### src/sv/salc_pkg.sv
`default_nettype none
// ----------------------------------------------------------------------------
// salc_pkg
// Shared types and codes for the set-associative LRU cache model.
// ----------------------------------------------------------------------------
package salc_pkg;

  localparam int AGE_W   = 3;
  localparam int WC_W    = 5;   // holds a way count of up to 16
  localparam int TOTAL_W = 32;
  localparam int CFG_W   = 6;
  localparam int CIDX_W  = 2;

  localparam logic [AGE_W-1:0] AGE_MAX = 3'd7;

  localparam logic [CIDX_W-1:0] CFG_SET_BITS = 2'd0;
  localparam logic [CIDX_W-1:0] CFG_OFF_BITS = 2'd1;
  localparam logic [CIDX_W-1:0] CFG_WAYS     = 2'd2;

  localparam logic [1:0] OP_LOAD   = 2'd0;
  localparam logic [1:0] OP_STORE  = 2'd1;
  localparam logic [1:0] OP_MODIFY = 2'd2;
  localparam logic [1:0] OP_NONE   = 2'd3;

  typedef enum logic [1:0] {
    OUT_HIT   = 2'd0,
    OUT_MISS  = 2'd1,
    OUT_EVICT = 2'd2
  } outcome_t;

  typedef struct packed {
    logic             valid;
    logic [AGE_W-1:0] age;
  } meta_t;

  typedef enum logic [3:0] {
    ST_CLEAR  = 4'b0001,
    ST_IDLE   = 4'b0010,
    ST_LOOK   = 4'b0100,
    ST_SECOND = 4'b1000
  } state_t;

endpackage
`default_nettype wire

### src/sv/salc_update.sv
`default_nettype none
// ----------------------------------------------------------------------------
// salc_update
// Lookup and LRU update of one set row: all ways compared in parallel.
// ----------------------------------------------------------------------------
module salc_update #(
  parameter int MAX_WAYS   = 8,
  parameter int ADDR_WIDTH = 64
) (
  input  salc_pkg::meta_t [MAX_WAYS-1:0]                  meta_row,
  input  logic            [MAX_WAYS-1:0][ADDR_WIDTH-1:0]  tag_row,
  input  logic            [ADDR_WIDTH-1:0]                tag,
  input  logic            [salc_pkg::WC_W-1:0]            ways,
  output salc_pkg::meta_t [MAX_WAYS-1:0]                  meta_new,
  output logic            [MAX_WAYS-1:0][ADDR_WIDTH-1:0]  tag_new,
  output salc_pkg::outcome_t                              outcome
);
  import salc_pkg::*;

  logic [MAX_WAYS-1:0] in_use, live, hitv, freev;
  logic [MAX_WAYS-1:0] hit_oh, free_oh, vic_oh, target;
  logic                any_hit, any_free;
  logic [AGE_W-1:0]    ref_age;

  always_comb begin
    for (int w = 0; w < MAX_WAYS; w++) begin
      in_use[w] = WC_W'(w) < ways;
      live[w]   = in_use[w] & meta_row[w].valid;
      hitv[w]   = live[w] && (tag_row[w] == tag);
      freev[w]  = in_use[w] & ~meta_row[w].valid;
    end
  end

  // lowest set bit
  assign hit_oh  = hitv & (~hitv + MAX_WAYS'(1));
  assign free_oh = freev & (~freev + MAX_WAYS'(1));

  // victim: oldest live line, lowest way on a tie
  always_comb begin
    for (int w = 0; w < MAX_WAYS; w++) begin
      vic_oh[w] = live[w];
      for (int v = 0; v < MAX_WAYS; v++) begin
        if (v != w && live[v] &&
            (meta_row[v].age > meta_row[w].age ||
             (meta_row[v].age == meta_row[w].age && v < w))) begin
          vic_oh[w] = 1'b0;
        end
      end
    end
  end

  assign any_hit  = |hitv;
  assign any_free = |freev;
  assign target   = any_hit ? hit_oh : (any_free ? free_oh : vic_oh);

  always_comb begin
    ref_age = '0;
    for (int w = 0; w < MAX_WAYS; w++) begin
      if (target[w]) begin
        ref_age = ref_age | meta_row[w].age;
      end
    end
  end

  always_comb begin
    for (int w = 0; w < MAX_WAYS; w++) begin
      meta_new[w] = meta_row[w];
      tag_new[w]  = tag_row[w];
      if (target[w]) begin
        meta_new[w].valid = 1'b1;
        meta_new[w].age   = '0;
        if (!any_hit) begin
          tag_new[w] = tag;
        end
      end else if (live[w] && ((!any_hit && any_free) || meta_row[w].age < ref_age)) begin
        if (meta_row[w].age != AGE_MAX) begin
          meta_new[w].age = meta_row[w].age + AGE_W'(1);
        end
      end
    end
    if (any_hit) begin
      outcome = OUT_HIT;
    end else if (any_free) begin
      outcome = OUT_MISS;
    end else begin
      outcome = OUT_EVICT;
    end
  end

endmodule
`default_nettype wire
### config.mk
export PLATFORM = sky130hd
export DESIGN_NAME = salc_update
export DESIGN_NICKNAME = d
export VERILOG_FILES = /design/src/sv/salc_pkg.sv /design/src/sv/salc_update.sv
export SDC_FILE = /design/constraint.sdc
export NUM_CORES = 1
export LEC_CHECK = 0
export ABC_AREA = 1
export BUFFER_PORTS_ARGS = -buffer_cell sky130_fd_sc_hd__buf_2
export CAP_MARGIN = 20
export CELL_PAD_IN_SITES_DETAIL_PLACEMENT = 0
export CELL_PAD_IN_SITES_GLOBAL_PLACEMENT = 2
export CORE_AREA = 4 4 449 451
export DETAILED_ROUTE_END_ITERATION = 8
export DIE_AREA = 0 0 453 455
export PLACE_DENSITY = 0.47
export SETUP_SLACK_MARGIN = 0.4
export SLEW_MARGIN = 10
export SYNTH_ARGS = -nofsm -noshare
export SYNTH_HDL_FRONTEND = slang
export SYNTH_SLANG_ARGS = --single-unit
export TNS_END_PERCENT = 1
### constraint.sdc
create_clock -name vclk -period 6.41
set_clock_uncertainty 0.15 [all_clocks]
set_input_delay 1.282 -clock vclk [all_inputs]
set_output_delay 1.282 -clock vclk [all_outputs]
set_load 0.01 [all_outputs]
==> qor.yml <==
synthesis:
  synth_cell_types: 44
  synth_area_um2: 20480
  synth_top_area_share: 0.3033
  synth.avg_cell_area_um2: 4.711
  synth_area_leaders: "nand2_1 30%, o21ai_0 13%, nor2_1 12%"
  yosysWarnings: 0
  synthCells: 4348
  ys_seq_area_frac: 0
  synth.largest_area_cell: "nand2_1"
  synth_nets: 5069
routing:
  route.detailed.drc: 0
  vias: 40720
  vias_per_cell: 4.304
  wirelength_um: 329100
  wl_per_cell_um: 34.79
  dr.pass1.iters: 6
  antenna_left: 0
  drtIter0Drc: 3733
power:
  leakage_nw: 24.07
  power.density_nw_per_um2: 92.62
  switching_share: 0.6070
  switching_power_mw: 2.534
  peakVddDrop_mv: 0.01713
  clkPwrFrac: 0
  p_seq_frac: 0
  combinationalPowerShare: 1.000
  p_int_mw: 1.641
floorplan:
  placementRows: 163
  pin_count: 1159
  initial_core_util: 0.1039
  dieHeight_um: 455
  dieWidth_um: 453
  die-area_um2: 206100
  core_um2: 197200
final_layout:
  layout_commonest_cell: "nand2_1"
  multi_input_area_um2: 20470
  register_area_um2: 0
  syn_to_final_growth_pct: 120.1
  drive_gt1_frac: 0.4762
  instances_no_fill: 9461
  n_sequential_cell: 0
  finalNetCount: 7458
  nClkBuffers: 0
  layout_common_cells: "1485 x nand2_1, 1227 x buf_4, 1062 x buf_2, 531 x nor2_1, 486 x o21ai_0"
  fillCellCount: 23260
worst_setup_path:
  max_stage_delay_ns: 0.26
  required_ns: 4.98
  crit_fanout: 7
  cp-end-kind: "output pin"
  crit_type: "in2out"
  cp-start-kind: "input pin"
  arrival_ns: 5.04
  cp_slowest_cell: "nor4_2"
global_routing:
  grt_first_pass_wirelength_um: 409400
  grt_pass1_vias: 38790
  grt_max_degree: 81
  grt_overflow_total: 0
  grt_usage: 0.3030
  antenna_found_initial: 208
sta:
  relSlewSlack: 0.6162
  max_freq_mhz: 154.5
  hold_violations: 0
  slew_viol_final: 0
  rsz0062_at_grt: "true"
  finalCriticalPeriod_ns: 6.473
  setup_viol: 8
  fin_ws_ns: -0.06335
  tightest_slew_ns: 0.5737
  timing.final.crit_share: 1.010
placed_design:
  io_buffers: 1159
  placed_cells: 9307
  dpl.hpwl_um: 301600
  pre_cts_slack_ns: -0.8913
  routabilityCongestion: 0.9741
run_status:
  violations: "negative setup slack"
  status: "finished, violations left"
worst_hold_path:
  hp-class: "in2out"
cts:
  cts_hold_buffers: 0
job:
  drv_cap: 0
-- worst paths after layout --
path               startpoint            to  slack, ns  cells after the start
setup / recovery      tag[52]  meta_new[26]      -0.06                     31
hold / removal    meta_row[7]   meta_new[7]       2.73                      4
-- worst max-delay path: cells and delay by family --
kind / cells / cell delay, ns
buffers and inverters: 10 / 1.37
adder cells (fa/ha/maj): 1 / 0.22
AO/OA/AOI/OAI: 2 / 0.33
AND/OR/NAND/NOR: 18 / 1.77
-- cells in the mapped netlist (all sizes together), types with 12 or more instances --
cell       n
nand2   1674
nor2     669
o21ai    550
inv      462
xor2     201
o22ai    187
ha       108
buf      107
clkbuf    97
nand3     75
a21oi     66
nand4     39
nor3      25
a31oi     13
and2      12
-- per-layer routing --
layer  global-route usage  routed length [µm]  vias to the layer above
met5                    0                 357                        -
met4               0.1243               16850                       56
met2               0.5251              157600                     1766
met3              0.04292               18590                      476
li1                     -                   -                    18710
met1               0.3753              135800                    19710
-- area by class of cell --
type                            count  area share
Inverter                          464     0.04107
Timing Repair Buffer             2591      0.4268
Multi-Input combinational cell   3680      0.4540
Antenna cell                       86    0.004773
Tap cell                         2640     0.07326
-- through the flow --
stage / area (µm²) / utilization / hold slack, ns / TNS, ns / power, mW
2_1_floorplan: 20500 / - / 2.521 / 0 / 1.218
3_3_place_gp: 40480 / 0.2053 / 2.743 / -146.41 / 3.833
3_5_place_dp: 40480 / 0.2053 / 2.740 / -133.93 / 3.812
4_1_cts: 43210 / 0.2191 / 2.740 / -0.01147 / 4.013
5_1_grt: 44960 / 0.2280 / 2.761 / -3.530 / 4.373
6_report: 45090 / 0.2286 / 2.735 / -0.2287 / 4.176
-- power groups by stage --
| stage | combinational (mW) | sequential (mW) | clock, mW |
|---|---|---|---|
| 2_1_floorplan | 1.22 | 0 | 0 |
| 3_3_place_gp | 3.83 | 0 | 0 |
| 3_5_place_dp | 3.81 | 0 | 0 |
| 4_1_cts | 4.01 | 0 | 0 |
| 5_1_grt | 4.37 | 0 | 0.000000767 |
| 6_report | 4.18 | 0 | 0.00000179 |
-- cells by family after synthesis --
group,after synthesis,synth area share
XOR/XNOR,212,0.09064
AND/OR/NAND/NOR,2517,0.4826
AO/OA/AOI/OAI,835,0.2190
adder cells (fa/ha/maj),108,0.06597
buffers and inverters,668,0.1379
multiplexers,8,0.003909
-- timing repair --
action,CTS,global route
gates cloned,0,0
gates resized for setup,619,418
endpoints found under the setup margin,541,364
endpoints found under the hold margin,0,0
setup buffers,47,21
pin swaps,150,208
Power figures use the tool's default switching activity.
